<file path="src/rtl/pbtp_pkg.sv">
`default_nettype none

package pbtp_pkg;

  localparam int MAX_PIECES       = 64;
  localparam int BLOCKS_PER_PIECE = 16;
  localparam int BLOCK_BYTES      = 16 * 1024;

  localparam int PIECE_W     = $clog2(MAX_PIECES);
  localparam int CNT_W       = $clog2(MAX_PIECES + 1);
  localparam int BLK_W       = $clog2(BLOCKS_PER_PIECE);
  localparam int NB_W        = $clog2(BLOCKS_PER_PIECE + 1);
  localparam int BLOCK_SHIFT = $clog2(BLOCK_BYTES);
  localparam int MAX_SIZE    = BLOCKS_PER_PIECE * BLOCK_BYTES;

  // Fixed field widths of the channels and registers
  localparam int OP_W     = 2;
  localparam int SIZE_W   = 19;
  localparam int OFF_W    = 18;
  localparam int LEN_W    = 15;
  localparam int MAP_W    = 64;
  localparam int CFG_IX_W = 2;
  localparam int CFG_W    = 19;

  localparam logic [CNT_W-1:0]  CFG_PIECES_RESET = CNT_W'(64);
  localparam logic [SIZE_W-1:0] CFG_BYTES_RESET  = SIZE_W'(262144);

  localparam logic [CFG_IX_W-1:0] REG_PIECE_COUNT = 2'd0;
  localparam logic [CFG_IX_W-1:0] REG_PIECE_BYTES = 2'd1;
  localparam logic [CFG_IX_W-1:0] REG_LAST_BYTES  = 2'd2;

  localparam logic [OP_W-1:0] OP_RECEIVE = 2'd0;
  localparam logic [OP_W-1:0] OP_REQUEST = 2'd1;
  localparam logic [OP_W-1:0] OP_VERDICT = 2'd2;

  localparam logic [1:0] OUT_ACCEPTED = 2'd0;
  localparam logic [1:0] OUT_REJECTED = 2'd1;
  localparam logic [1:0] OUT_FOUND    = 2'd2;
  localparam logic [1:0] OUT_NONE     = 2'd3;

  typedef enum logic [2:0] {
    ST_IDLE,
    ST_LOOK,
    ST_EVAL,
    ST_SCAN,
    ST_SEND
  } state_t;

  typedef struct packed {
    logic [OP_W-1:0]    opcode;
    logic [PIECE_W-1:0] piece_index;
    logic [OFF_W-1:0]   begin_offset;
    logic [LEN_W-1:0]   block_bytes;
    logic [MAP_W-1:0]   peer_pieces;
    logic               hash_ok;
  } in_item_t;

  typedef struct packed {
    logic [1:0]         outcome;
    logic               piece_full;
    logic [PIECE_W-1:0] req_piece;
    logic [OFF_W-1:0]   req_begin;
    logic [LEN_W-1:0]   req_length;
    logic [MAP_W-1:0]   have_map;
    logic [CNT_W-1:0]   done_pieces;
  } out_item_t;

  typedef struct packed {
    logic latch;
    logic scan_init;
    logic rd_item;
    logic scan_run;
    logic eval_item;
    logic scan_done;
    logic send;
  } cmd_t;

  typedef struct packed {
    logic [OP_W-1:0] opcode;
    logic            hit;
    logic            scan_end;
    logic            out_free;
  } sts_t;

  typedef struct packed {
    logic             found;
    logic [BLK_W-1:0] idx;
  } free_t;

  function automatic logic [SIZE_W-1:0] clamp_size(input logic [SIZE_W-1:0] s);
    logic [SIZE_W-1:0] r;
    r = s;
    if (s == '0) r = SIZE_W'(1);
    else if (s > SIZE_W'(MAX_SIZE)) r = SIZE_W'(MAX_SIZE);
    return r;
  endfunction

  // Round up to whole blocks, capped at the bitmap width
  function automatic logic [NB_W-1:0] blocks_of(input logic [SIZE_W-1:0] s);
    logic [SIZE_W:0]             t;
    logic [SIZE_W-BLOCK_SHIFT:0] q;
    logic [NB_W-1:0]             r;
    t = {1'b0, s} + (SIZE_W + 1)'(BLOCK_BYTES - 1);
    q = t[SIZE_W:BLOCK_SHIFT];
    if (q > (SIZE_W - BLOCK_SHIFT + 1)'(BLOCKS_PER_PIECE)) r = NB_W'(BLOCKS_PER_PIECE);
    else r = NB_W'(q);
    return r;
  endfunction

  function automatic logic [NB_W-1:0] count_seen(input logic [BLOCKS_PER_PIECE-1:0] m);
    return NB_W'($countones(m));
  endfunction

  // Lowest clear bit below nb
  function automatic free_t first_free(input logic [BLOCKS_PER_PIECE-1:0] m,
                                       input logic [NB_W-1:0] nb);
    free_t r;
    r = '0;
    for (int b = BLOCKS_PER_PIECE - 1; b >= 0; b--) begin
      if (!m[b] && (NB_W'(b) < nb)) begin
        r.found = 1'b1;
        r.idx   = BLK_W'(b);
      end
    end
    return r;
  endfunction

endpackage

`default_nettype wire

</file>
<file path="src/rtl/pbtp_ifs.sv">
`default_nettype none

interface pbtp_in_if;
  logic                          valid;
  logic                          ready;
  logic [pbtp_pkg::OP_W-1:0]     opcode;
  logic [pbtp_pkg::PIECE_W-1:0]  piece_index;
  logic [pbtp_pkg::OFF_W-1:0]    begin_offset;
  logic [pbtp_pkg::LEN_W-1:0]    block_bytes;
  logic [pbtp_pkg::MAP_W-1:0]    peer_pieces;
  logic                          hash_ok;

  modport source (output valid, opcode, piece_index, begin_offset, block_bytes,
                  peer_pieces, hash_ok, input ready);
  modport sink (input valid, opcode, piece_index, begin_offset, block_bytes,
                peer_pieces, hash_ok, output ready);
endinterface

interface pbtp_out_if;
  logic                          valid;
  logic                          ready;
  logic [1:0]                    outcome;
  logic                          piece_full;
  logic [pbtp_pkg::PIECE_W-1:0]  req_piece;
  logic [pbtp_pkg::OFF_W-1:0]    req_begin;
  logic [pbtp_pkg::LEN_W-1:0]    req_length;
  logic [pbtp_pkg::MAP_W-1:0]    have_map;
  logic [pbtp_pkg::CNT_W-1:0]    done_pieces;

  modport source (output valid, outcome, piece_full, req_piece, req_begin, req_length,
                  have_map, done_pieces, input ready);
  modport sink (input valid, outcome, piece_full, req_piece, req_begin, req_length,
                have_map, done_pieces, output ready);
endinterface

`default_nettype wire

</file>
<file path="src/rtl/pbtp_ctrl.sv">
`default_nettype none

module pbtp_ctrl (
  input  wire logic           clk,
  input  wire logic           rst_n,
  input  wire logic           in_valid,
  output logic                in_ready,
  input  wire pbtp_pkg::sts_t sts,
  output pbtp_pkg::cmd_t      cmd
);

  pbtp_pkg::state_t state_r, state_nxt;
  logic             accept;

  assign in_ready = (state_r == pbtp_pkg::ST_IDLE) && rst_n;
  assign accept   = in_valid && in_ready;

  always_ff @(posedge clk) begin
    if (!rst_n) begin
      state_r <= pbtp_pkg::ST_IDLE;
    end else begin
      state_r <= state_nxt;
    end
  end

  always_comb begin
    state_nxt = state_r;
    unique case (state_r)
      pbtp_pkg::ST_IDLE: begin
        if (accept) begin
          if (sts.opcode == pbtp_pkg::OP_REQUEST) state_nxt = pbtp_pkg::ST_SCAN;
          else state_nxt = pbtp_pkg::ST_LOOK;
        end
      end
      pbtp_pkg::ST_LOOK: state_nxt = pbtp_pkg::ST_EVAL;
      pbtp_pkg::ST_EVAL: state_nxt = pbtp_pkg::ST_SEND;
      pbtp_pkg::ST_SCAN: begin
        if (sts.hit || sts.scan_end) state_nxt = pbtp_pkg::ST_SEND;
      end
      pbtp_pkg::ST_SEND: begin
        if (sts.out_free) state_nxt = pbtp_pkg::ST_IDLE;
      end
      default: state_nxt = pbtp_pkg::ST_IDLE;
    endcase
  end

  always_comb begin
    cmd = '0;
    unique case (state_r)
      pbtp_pkg::ST_IDLE: begin
        cmd.latch     = accept;
        cmd.scan_init = accept && (sts.opcode == pbtp_pkg::OP_REQUEST);
      end
      pbtp_pkg::ST_LOOK: cmd.rd_item = 1'b1;
      pbtp_pkg::ST_EVAL: cmd.eval_item = 1'b1;
      pbtp_pkg::ST_SCAN: begin
        cmd.scan_run  = 1'b1;
        cmd.scan_done = sts.hit || sts.scan_end;
      end
      pbtp_pkg::ST_SEND: cmd.send = sts.out_free;
      default: cmd = '0;
    endcase
  end

endmodule

`default_nettype wire

</file>
<file path="src/rtl/pbtp_dpath.sv">
`default_nettype none

module pbtp_dpath (
  input  wire logic                          clk,
  input  wire logic                          rst_n,
  input  wire logic                          cfg_we,
  input  wire logic [pbtp_pkg::CFG_IX_W-1:0] cfg_index,
  input  wire logic [pbtp_pkg::CFG_W-1:0]    cfg_wdata,
  input  wire pbtp_pkg::in_item_t            in_item,
  input  wire pbtp_pkg::cmd_t                cmd,
  output pbtp_pkg::sts_t                     sts,
  input  wire logic                          out_ready,
  output logic                               out_valid,
  output pbtp_pkg::out_item_t                out_item
);

  localparam int PW = pbtp_pkg::PIECE_W;
  localparam int BP = pbtp_pkg::BLOCKS_PER_PIECE;

  logic [pbtp_pkg::CNT_W-1:0]  pc_r;
  logic [pbtp_pkg::SIZE_W-1:0] pb_r, lpb_r;

  pbtp_pkg::in_item_t          item_r;
  logic [pbtp_pkg::MAP_W-1:0]  have_r, have_nxt;
  logic [pbtp_pkg::CNT_W-1:0]  total_r, total_nxt;

  // Per-piece block bitmap; an entry never written reads as empty
  logic [BP-1:0]               seen_mem [pbtp_pkg::MAX_PIECES];
  logic [pbtp_pkg::MAX_PIECES-1:0] vld_r;
  logic [BP-1:0]               rd_q_r;
  logic                        rd_qv_r;
  logic [PW-1:0]               rd_idx_r;
  logic                        rd_vld_r;
  logic [PW-1:0]               scan_idx_r;
  logic                        more_r;

  pbtp_pkg::out_item_t         res_r, res_nxt;
  pbtp_pkg::out_item_t         out_r;
  logic                        out_valid_r;

  logic [pbtp_pkg::CNT_W-1:0]  n_use;
  logic [PW-1:0]               last_idx;
  logic                        rd_en;
  logic [PW-1:0]               rd_addr;
  logic                        mem_we;
  logic [BP-1:0]               mem_wd;

  logic [BP-1:0]               seen;
  logic [pbtp_pkg::SIZE_W-1:0] e_size;
  logic [pbtp_pkg::NB_W-1:0]   e_nb;
  logic                        e_have, e_in;
  logic [pbtp_pkg::BLK_W-1:0]  bi;
  logic [pbtp_pkg::SIZE_W-1:0] span;
  logic                        rx_ok, rx_full, vd_ok;
  logic [BP-1:0]               rx_seen;
  pbtp_pkg::free_t             ff;
  logic                        cand;
  logic [pbtp_pkg::OFF_W-1:0]  off;
  logic [pbtp_pkg::SIZE_W-1:0] rem;
  logic [pbtp_pkg::LEN_W-1:0]  rlen;
  logic                        out_free;

  always_comb begin
    if (pc_r == '0) n_use = pbtp_pkg::CNT_W'(1);
    else if (pc_r > pbtp_pkg::CNT_W'(pbtp_pkg::MAX_PIECES))
      n_use = pbtp_pkg::CNT_W'(pbtp_pkg::MAX_PIECES);
    else n_use = pc_r;
  end
  assign last_idx = PW'(n_use - pbtp_pkg::CNT_W'(1));

  always_ff @(posedge clk) begin
    if (!rst_n) begin
      pc_r  <= pbtp_pkg::CFG_PIECES_RESET;
      pb_r  <= pbtp_pkg::CFG_BYTES_RESET;
      lpb_r <= pbtp_pkg::CFG_BYTES_RESET;
    end else if (cfg_we) begin
      unique case (cfg_index)
        pbtp_pkg::REG_PIECE_COUNT: pc_r  <= cfg_wdata[pbtp_pkg::CNT_W-1:0];
        pbtp_pkg::REG_PIECE_BYTES: pb_r  <= cfg_wdata[pbtp_pkg::SIZE_W-1:0];
        pbtp_pkg::REG_LAST_BYTES:  lpb_r <= cfg_wdata[pbtp_pkg::SIZE_W-1:0];
        default: ;
      endcase
    end
  end

  always_ff @(posedge clk) begin
    if (cmd.latch) item_r <= in_item;
  end

  assign rd_en   = cmd.rd_item || (cmd.scan_run && more_r);
  assign rd_addr = cmd.rd_item ? item_r.piece_index : scan_idx_r;

  always_ff @(posedge clk) begin
    if (mem_we) seen_mem[rd_idx_r] <= mem_wd;
    if (rd_en) rd_q_r <= seen_mem[rd_addr];
  end

  always_ff @(posedge clk) begin
    if (!rst_n) begin
      vld_r      <= '0;
      rd_qv_r    <= 1'b0;
      rd_idx_r   <= '0;
      rd_vld_r   <= 1'b0;
      scan_idx_r <= '0;
      more_r     <= 1'b0;
    end else begin
      if (mem_we) vld_r[rd_idx_r] <= 1'b1;
      if (rd_en) begin
        rd_qv_r  <= vld_r[rd_addr];
        rd_idx_r <= rd_addr;
      end
      if (cmd.scan_init) begin
        scan_idx_r <= '0;
        more_r     <= 1'b1;
        rd_vld_r   <= 1'b0;
      end else if (cmd.scan_run) begin
        // issue the next piece while the previous one is judged
        rd_vld_r <= more_r;
        if (more_r) begin
          scan_idx_r <= scan_idx_r + PW'(1);
          more_r     <= (scan_idx_r != last_idx);
        end
      end
    end
  end

  // Evaluation of the piece whose bitmap sits in the read register
  assign seen   = rd_qv_r ? rd_q_r : '0;
  assign e_size = pbtp_pkg::clamp_size((rd_idx_r == last_idx) ? lpb_r : pb_r);
  assign e_nb   = pbtp_pkg::blocks_of(e_size);
  assign e_have = have_r[rd_idx_r];
  assign e_in   = pbtp_pkg::CNT_W'(rd_idx_r) < n_use;

  assign bi      = item_r.begin_offset[pbtp_pkg::OFF_W-1:pbtp_pkg::BLOCK_SHIFT];
  assign span    = pbtp_pkg::SIZE_W'(item_r.begin_offset) +
                   pbtp_pkg::SIZE_W'(item_r.block_bytes);
  assign rx_ok   = e_in && !e_have && (span <= e_size) && (pbtp_pkg::NB_W'(bi) < e_nb);
  assign rx_seen = seen | (BP'(1) << bi);
  assign rx_full = pbtp_pkg::count_seen(rx_seen) == e_nb;
  assign vd_ok   = e_in && !e_have && (pbtp_pkg::count_seen(seen) == e_nb);

  assign ff   = pbtp_pkg::first_free(seen, e_nb);
  assign cand = !e_have && item_r.peer_pieces[rd_idx_r] && ff.found;
  assign off  = pbtp_pkg::OFF_W'(ff.idx) << pbtp_pkg::BLOCK_SHIFT;
  assign rem  = e_size - pbtp_pkg::SIZE_W'(off);
  assign rlen = (rem > pbtp_pkg::SIZE_W'(pbtp_pkg::BLOCK_BYTES)) ?
                pbtp_pkg::LEN_W'(pbtp_pkg::BLOCK_BYTES) : rem[pbtp_pkg::LEN_W-1:0];

  always_comb begin
    have_nxt  = have_r;
    total_nxt = total_r;
    mem_we    = 1'b0;
    mem_wd    = rx_seen;
    res_nxt   = res_r;
    if (cmd.eval_item) begin
      res_nxt         = '0;
      res_nxt.outcome = pbtp_pkg::OUT_REJECTED;
      priority case (item_r.opcode)
        pbtp_pkg::OP_RECEIVE: begin
          if (rx_ok) begin
            mem_we             = 1'b1;
            res_nxt.outcome    = pbtp_pkg::OUT_ACCEPTED;
            res_nxt.piece_full = rx_full;
          end
        end
        pbtp_pkg::OP_VERDICT: begin
          if (vd_ok) begin
            res_nxt.outcome = pbtp_pkg::OUT_ACCEPTED;
            if (item_r.hash_ok) begin
              have_nxt[rd_idx_r] = 1'b1;
              total_nxt          = total_r + pbtp_pkg::CNT_W'(1);
            end else begin
              // failed digest: drop every block of the piece
              mem_we = 1'b1;
              mem_wd = '0;
            end
          end
        end
        default: ;
      endcase
      res_nxt.have_map    = have_nxt;
      res_nxt.done_pieces = total_nxt;
    end else if (cmd.scan_done) begin
      res_nxt = '0;
      if (sts.hit) begin
        res_nxt.outcome    = pbtp_pkg::OUT_FOUND;
        res_nxt.req_piece  = rd_idx_r;
        res_nxt.req_begin  = off;
        res_nxt.req_length = rlen;
      end else begin
        res_nxt.outcome = pbtp_pkg::OUT_NONE;
      end
      res_nxt.have_map    = have_r;
      res_nxt.done_pieces = total_r;
    end
  end

  always_ff @(posedge clk) begin
    if (!rst_n) begin
      have_r  <= '0;
      total_r <= '0;
    end else begin
      have_r  <= have_nxt;
      total_r <= total_nxt;
    end
  end

  always_ff @(posedge clk) begin
    res_r <= res_nxt;
    if (cmd.send) out_r <= res_r;
  end

  assign out_free = !out_valid_r || out_ready;

  always_ff @(posedge clk) begin
    if (!rst_n) begin
      out_valid_r <= 1'b0;
    end else if (cmd.send) begin
      out_valid_r <= 1'b1;
    end else if (out_ready) begin
      out_valid_r <= 1'b0;
    end
  end

  assign sts.opcode   = cmd.latch ? in_item.opcode : in_item.opcode;
  assign sts.hit      = rd_vld_r && cand;
  assign sts.scan_end = rd_vld_r && (rd_idx_r == last_idx);
  assign sts.out_free = out_free;

  assign out_valid = out_valid_r;
  assign out_item  = out_r;

endmodule

`default_nettype wire

</file>
<file path="src/rtl/piece_block_tracker_and_picker_unit.sv">
// Piece and block tracker with next-block picker.
// Input channel in_ch carries one item: receive (mark a block of a piece),
// request (pick the next block to ask a peer for) or hash verdict. Every
// item gives exactly one result item on out_ch, with the complete-piece map
// and count as they stand after the item.
// Configuration: cfg_we, cfg_index, cfg_wdata write piece_count, piece_bytes
// and last_piece_bytes; write only while no item is in flight.
// Timing: one item at a time. A receive or verdict reads the piece's block
// bitmap from the on-chip memory, updates it and then shows its result once
// the output register is free. A request walks the pieces through the same
// memory read port, one piece per cycle, pipelined one deep; it looks at 1 to
// piece_count pieces, at most 64.
// A new item is taken once the previous one has reached the output register,
// so a stalled receiver holds one finished result while the next item runs;
// the one after that waits until out_ch drains.
// Reset (synchronous, rst_n low) restores the register defaults, clears all
// block bitmaps through per-piece valid bits and drops any pending result.
`default_nettype none

module piece_block_tracker_and_picker_unit (
  input  wire logic                          clk,
  input  wire logic                          rst_n,
  pbtp_in_if.sink                            in_ch,
  pbtp_out_if.source                         out_ch,
  input  wire logic                          cfg_we,
  input  wire logic [pbtp_pkg::CFG_IX_W-1:0] cfg_index,
  input  wire logic [pbtp_pkg::CFG_W-1:0]    cfg_wdata
);

  pbtp_pkg::in_item_t  in_item;
  pbtp_pkg::out_item_t out_item;
  pbtp_pkg::cmd_t      cmd;
  pbtp_pkg::sts_t      sts;
  logic                in_ready;
  logic                out_valid;

  assign in_item.opcode       = in_ch.opcode;
  assign in_item.piece_index  = in_ch.piece_index;
  assign in_item.begin_offset = in_ch.begin_offset;
  assign in_item.block_bytes  = in_ch.block_bytes;
  assign in_item.peer_pieces  = in_ch.peer_pieces;
  assign in_item.hash_ok      = in_ch.hash_ok;
  assign in_ch.ready          = in_ready;

  pbtp_ctrl u_ctrl (
    .clk      (clk),
    .rst_n    (rst_n),
    .in_valid (in_ch.valid),
    .in_ready (in_ready),
    .sts      (sts),
    .cmd      (cmd)
  );

  pbtp_dpath u_dpath (
    .clk       (clk),
    .rst_n     (rst_n),
    .cfg_we    (cfg_we),
    .cfg_index (cfg_index),
    .cfg_wdata (cfg_wdata),
    .in_item   (in_item),
    .cmd       (cmd),
    .sts       (sts),
    .out_ready (out_ch.ready),
    .out_valid (out_valid),
    .out_item  (out_item)
  );

  assign out_ch.valid       = out_valid;
  assign out_ch.outcome     = out_item.outcome;
  assign out_ch.piece_full  = out_item.piece_full;
  assign out_ch.req_piece   = out_item.req_piece;
  assign out_ch.req_begin   = out_item.req_begin;
  assign out_ch.req_length  = out_item.req_length;
  assign out_ch.have_map    = out_item.have_map;
  assign out_ch.done_pieces = out_item.done_pieces;

endmodule

`default_nettype wire

</file>
<file path="src/flat_wrapper.sv">
// flat-port wrapper written by rule: the top's interface ports become plain ports
module piece_block_tracker_and_picker_unit_flat 
  (clk, rst_n, cfg_we, cfg_index, cfg_wdata, in_ch_valid, in_ch_opcode, in_ch_piece_index, in_ch_begin_offset, in_ch_block_bytes, in_ch_peer_pieces, in_ch_hash_ok, in_ch_ready, out_ch_valid, out_ch_outcome, out_ch_piece_full, out_ch_req_piece, out_ch_req_begin, out_ch_req_length, out_ch_have_map, out_ch_done_pieces, out_ch_ready);
  pbtp_in_if in_ch_i ();
  pbtp_out_if out_ch_i ();
  input  wire logic clk;
  input  wire logic rst_n;
  input  wire logic cfg_we;
  input  wire logic [pbtp_pkg::CFG_IX_W-1:0] cfg_index;
  input  wire logic [pbtp_pkg::CFG_W-1:0] cfg_wdata;
  input wire logic [$bits(in_ch_i.valid)-1:0] in_ch_valid;
  input wire logic [$bits(in_ch_i.opcode)-1:0] in_ch_opcode;
  input wire logic [$bits(in_ch_i.piece_index)-1:0] in_ch_piece_index;
  input wire logic [$bits(in_ch_i.begin_offset)-1:0] in_ch_begin_offset;
  input wire logic [$bits(in_ch_i.block_bytes)-1:0] in_ch_block_bytes;
  input wire logic [$bits(in_ch_i.peer_pieces)-1:0] in_ch_peer_pieces;
  input wire logic [$bits(in_ch_i.hash_ok)-1:0] in_ch_hash_ok;
  output wire logic [$bits(in_ch_i.ready)-1:0] in_ch_ready;
  output wire logic [$bits(out_ch_i.valid)-1:0] out_ch_valid;
  output wire logic [$bits(out_ch_i.outcome)-1:0] out_ch_outcome;
  output wire logic [$bits(out_ch_i.piece_full)-1:0] out_ch_piece_full;
  output wire logic [$bits(out_ch_i.req_piece)-1:0] out_ch_req_piece;
  output wire logic [$bits(out_ch_i.req_begin)-1:0] out_ch_req_begin;
  output wire logic [$bits(out_ch_i.req_length)-1:0] out_ch_req_length;
  output wire logic [$bits(out_ch_i.have_map)-1:0] out_ch_have_map;
  output wire logic [$bits(out_ch_i.done_pieces)-1:0] out_ch_done_pieces;
  input wire logic [$bits(out_ch_i.ready)-1:0] out_ch_ready;
  assign in_ch_i.valid = in_ch_valid;
  assign in_ch_i.opcode = in_ch_opcode;
  assign in_ch_i.piece_index = in_ch_piece_index;
  assign in_ch_i.begin_offset = in_ch_begin_offset;
  assign in_ch_i.block_bytes = in_ch_block_bytes;
  assign in_ch_i.peer_pieces = in_ch_peer_pieces;
  assign in_ch_i.hash_ok = in_ch_hash_ok;
  assign in_ch_ready = in_ch_i.ready;
  assign out_ch_valid = out_ch_i.valid;
  assign out_ch_outcome = out_ch_i.outcome;
  assign out_ch_piece_full = out_ch_i.piece_full;
  assign out_ch_req_piece = out_ch_i.req_piece;
  assign out_ch_req_begin = out_ch_i.req_begin;
  assign out_ch_req_length = out_ch_i.req_length;
  assign out_ch_have_map = out_ch_i.have_map;
  assign out_ch_done_pieces = out_ch_i.done_pieces;
  assign out_ch_i.ready = out_ch_ready;
  piece_block_tracker_and_picker_unit u_core (.clk(clk), .rst_n(rst_n), .in_ch(in_ch_i), .out_ch(out_ch_i), .cfg_we(cfg_we), .cfg_index(cfg_index), .cfg_wdata(cfg_wdata));
endmodule
</file>
<file path="config.mk">
export PLATFORM = sky130hd
export DESIGN_NAME = piece_block_tracker_and_picker_unit_flat
export DESIGN_NICKNAME = d
export VERILOG_FILES = /design/src/rtl/pbtp_pkg.sv /design/src/rtl/pbtp_ifs.sv /design/src/rtl/pbtp_ctrl.sv /design/src/rtl/pbtp_dpath.sv /design/src/rtl/piece_block_tracker_and_picker_unit.sv /design/src/flat_wrapper.sv
export SDC_FILE = /design/constraint.sdc
export NUM_CORES = 2
export LEC_CHECK = 0
export ABC_CLOCK_PERIOD_IN_PS = 7460
export BUFFER_PORTS_ARGS = -buffer_cell sky130_fd_sc_hd__buf_4
export CELL_PAD_IN_SITES_DETAIL_PLACEMENT = 0
export CELL_PAD_IN_SITES_GLOBAL_PLACEMENT = 1
export CORE_MARGIN = 2
export CORE_UTILIZATION = 48
export DETAILED_ROUTE_END_ITERATION = 6
export PLACE_DENSITY_LB_ADDON = 0.1
export RECOVER_POWER = 25
export SETUP_SLACK_MARGIN = 0.15
export SYNTH_ARGS = -nofsm -noshare
export SYNTH_HDL_FRONTEND = slang
export SYNTH_SLANG_ARGS = --single-unit
</file>
<file path="constraint.sdc">
create_clock -name clk -period 7.46 [get_ports clk]
set_input_delay 1.492 -clock clk [delete_from_list [all_inputs] [get_ports clk]]
set_output_delay 1.492 -clock clk [all_outputs]
set_load 0.01 [all_outputs]
</file>
==> flow_summary_export.csv <==
group,metric,value,unit
run_status,status,"complete, but fails checks",
place,port_buffers,232,
run_status,violations,"DRC, capacitance limit, slew limit",
setup_path,cp_slowest_cell,"mux2i_1",
grt,grt_antenna_before_repair,2,
floorplan,die_h,368,µm
place,dp_cells,5928,
timing,finalMaxSlewViolations,383,
worst_hold_path,min-delay-start,"u_core.u_dpath.res_r[3]$_DFFE_PP_",
drt,vias,36367,
yosys,synth_top_cell_by_area,"edfxtp_1",
yosys,synth_top_area_share,62.2,%
yosys,syn_inst,4021,
yosys,yosys_warnings,0,
cts,clk_latency,0.79,ns
setup_path,cp.arrival,7.48,ns
cts,cts_root_buffer,"clkbuf_16",
final_layout,layout-drive-gt1-share,21.1,%
worst_hold_path,hold_path_class,"flip-flop to flip-flop",
power,power_per_cell_area,252,nW/µm²
drt,wl_met2,80400,µm
timing,worstMarginPinSlew,3.85,ns
timing,holdWs,0.416,ns
yosys,ys.flop_type,"edfxtp_1",
floorplan,dieArea,136000,µm²
setup_path,reg2regPathDepth,9,
setup_path,crit_path_max_fanout,27,
cts,clock_sinks,1543,
place,dpl.hpwl,104000,µm
setup_path,startpoint_type,"flip-flop",
timing,skew,0.0344,ns
yosys,ys_ff_latch,1543,
drt,route.detailed.drc,2,
timing,period_share,94.0,%
timing,period_minus_slack,7.01,ns
job,maxCapViolations,7,
final_layout,area_growth,15.0,%
power,p_leak,24.2,nW
drt,vias_per_cell,5.85,
grt,grt_usage,24.3,%
timing,hold_viol_final,0,
drt,wl_met3,9430,µm
grt,overflow,0,
yosys,synth_area_leaders,"edfxtp_1, mux4_2, dfxtp_1, nand2_1, ha_1",
setup_path,end_kind,"flip-flop",
drt,ant_nets,0,
setup_path,r2r_start,"u_core.u_ctrl.state_r[0]$_SDFFE_PN0P_",
floorplan,initial_core_util,48.4,%
setup_path,critical_path_class,"flip-flop to flip-flop",
drt,top_layer,"met5",
floorplan,core.rowCount,133,
cts,htree_levels,4,
timing,finalSetupViolCount,0,
cts,cts_resized,0,
drt,drt_wl_total,165000,µm
final_layout,fin_area,73300,µm²
setup_path,max_stage_delay,2.21,ns
worst_hold_path,hold_end,"u_core.u_dpath.out_item[3]$_DFFE_PP_",
setup_path,worst-path-buf-inv,1,
yosys,synth_area,63700,µm²
grt,grt_pass1_vias,35801,
cts,cts_tree,"built",
setup_path,crit_required,7.93,ns
timing,worst_slew_margin_rel,-157,%
setup_path,cpMostUsedCell,"a21oi_1",
setup_path,cp_top_family,"multiplexers",
cts,cts_setup_buffers,0,
yosys,yosysUniqueCellTypes,97,
setup_path,reg2reg_slack,0.45,ns
cts,cts_buffer_depth,3,
yosys,avgSynthCellArea,15.8,µm²
power,peakVddDrop,0.000213,V
cts,cts_hold_buf,0,
worst_hold_path,worstHoldPathCells,0,
cts,clk_pin_slew_worst_paths,0.06,ns
final_layout,fin_cells,6217,
drt,drtIter0Drc,3225,
cts,cts_made_buffers,160,
yosys,synth_edf_count,1319,
yosys,ys_async_sr_fraction,0,%
setup_path,r2r_end,"u_core.u_dpath.rd_q_r[7]$_DFFE_PP_",
timing,rsz0062_at_grt,"no",
setup_path,crit_chain,"nand2b_1 -> nor2_1 -> mux2i_1 -> clkbuf_4 -> mux4_2 -> a211oi_1 -> a31oi_1 -> a21oi_1 -> a21oi_1",
floorplan,pin_count,247,
yosys,synth_seq_area_share,69.2,%
drt,firstDrtPassIters,7,
place,place.gp.congestion,0.875,
timing,fmax,143,MHz
floorplan,core,132000,µm²
floorplan,die_w,368,µm
grt,grt_max_degree,110,
timing,setup_tns,0,ns
power,finalPower,18.4,mW
grt,grt_pass1_wl,243000,µm
place,dpl_cell_area,68700,µm²
drt,wl_met1,71600,µm
drt,wl_per_cell,26.6,µm
final_layout,fin_nets,4549,
-- logic make-up after synthesis --
logic type               Yosys count  share of synthesized area, %
adder cells (fa/ha/maj)           82                          1.87
multiplexers                     362                          11.3
AND/OR/NAND/NOR                  985                          7.52
AO/OA/AOI/OAI                    666                          7.28
buffers and inverters            336                          2.21
flip-flops                      1543                          69.2
XOR/XNOR                          46                         0.654
other                              1                       0.00589
-- per-layer routing --
| metal | track usage (%) | up-vias |
|---|---|---|
| met5 | 0 | - |
| met4 | 6.25 | 2 |
| li1 | - | 16384 |
| met3 | 4.15 | 198 |
| met1 | 34.2 | 18737 |
| met2 | 39.3 | 1046 |
-- how the worst max path moves through the flow --
stage / startpoint / end / slack (ns) / cells past startpoint
6_report: u_core.u_ctrl.state_r[0]$_SDFFE_PN0P_ / u_core.u_dpath.rd_q_r[7]$_DFFE_PP_ / 0.45 / 9
5_1_grt: u_core.u_dpath.pc_r[3]$_SDFFE_PN0P_ / u_core.u_dpath.res_r[46]$_DFFE_PP_ / 0.16 / 19
2_1_floorplan: u_core.u_dpath.pc_r[2]$_SDFFE_PN0P_ / u_core.u_dpath.seen_mem[34][0]$_DFFE_PP_ / 0.45 / 31
4_1_cts: u_core.u_dpath.rd_qv_r$_SDFFE_PN0P_ / u_core.u_dpath.seen_mem[5][2]$_DFFE_PP_ / 0.77 / 22
3_3_place_gp: u_core.u_dpath.rd_qv_r$_SDFFE_PN0P_ / u_core.u_dpath.seen_mem[5][2]$_DFFE_PP_ / 0.88 / 22
3_5_place_dp: u_core.u_dpath.rd_qv_r$_SDFFE_PN0P_ / u_core.u_dpath.seen_mem[5][2]$_DFFE_PP_ / 0.79 / 22
-- state kept, by name, indices dropped and copies added (netlist names), 7 cells and up --
name / count
u_core.u_dpath.seen_mem: 1024
u_core.u_dpath.item_r: 102
u_core.u_dpath.out_item: 99
u_core.u_dpath.res_r: 99
u_core.u_dpath.have_r: 64
u_core.u_dpath.vld_r: 64
u_core.u_dpath.lpb_r: 19
u_core.u_dpath.pb_r: 19
u_core.u_dpath.rd_q_r: 16
u_core.u_dpath.pc_r: 7
u_core.u_dpath.total_r: 7
-- stage by stage --
step	util, %	setup WS [ns]
finish	55.7	0.449
global route	55.6	0.162
CTS	56.0	0.771
detailed placement	52.2	0.791
global placement	52.2	0.877
floorplan	-	0.445
-- area by class of cell --
class	count	area [µm²]
fillers	10654	58400
flip-flops and latches	1543	44100
multi-input cells	2155	18800
clock buffers	198	4280
repair buffers	409	2790
well taps	1755	2200
clock inverters	89	808
inverters	66	248
diodes	2	5.00
-- worst reg2reg max path, cell delays in order, from the launching register on --
cell and delay [ns]:
dfxtp_1 0.46, nand2b_1 0.15, nor2_1 1.04, mux2i_1 2.22, clkbuf_4 0.94, mux4_2 0.61
a211oi_1 0.49, a31oi_1 0.08, a21oi_1 0.53, a21oi_1 0.21
-- cells in the mapped netlist (12+ instances only) --
library cell and n:
mux4_2 280, a21oi_1 89, buf_1 43, xnor2_1 28, nor3_1 91, edfxtp_1 1319
nand3_1 105, nor2b_1 62, ha_1 60, a211oi_1 89, fa_1 22, a22o_1 23
mux2i_1 53, mux2_2 26, a31oi_1 74, nor2_1 111, buf_2 27, o21a_1 85
dfxtp_1 224, xor2_1 17, nand4_1 17, a311oi_1 35, o211ai_1 12, a21boi_0 41
and2_1 86, nand2b_1 15, buf_4 17, and3_1 50, nand2_1 381, inv_1 59
nor4_1 17, o21ai_0 99, clkbuf_1 173
-- cell usage in the layout, fill, tap and decap left out, types with 25 or more instances in the layout --
master and n:
edfxtp_1 1319, nand2_1 381, mux4_2 280, dfxtp_1 221
buf_4 182, clkbuf_16 165, clkbuf_1 137, clkbuf_4 107
nand3_1 105, nor2_1 102, o21ai_0 99, a211oi_1 89
o21a_1 85, a21oi_1 81, and2_1 79, a31oi_1 74
nor3_2 64, nor2b_1 61, inv_1 60, ha_1 60
and3_1 50, mux2i_1 48, clkinv_1 46, a21boi_0 41
a311oi_1 35, xnor2_1 28, nor3_1 25
-- report_power, final --
part           switching, mW  internal [mW]  leakage [nW]
combinational          0.788          0.405          8.09
sequential            0.0458           9.42          13.6
clock                   3.28           4.49          2.47
total                   4.12           14.3          24.2
Power figures use the tool's default switching activity.
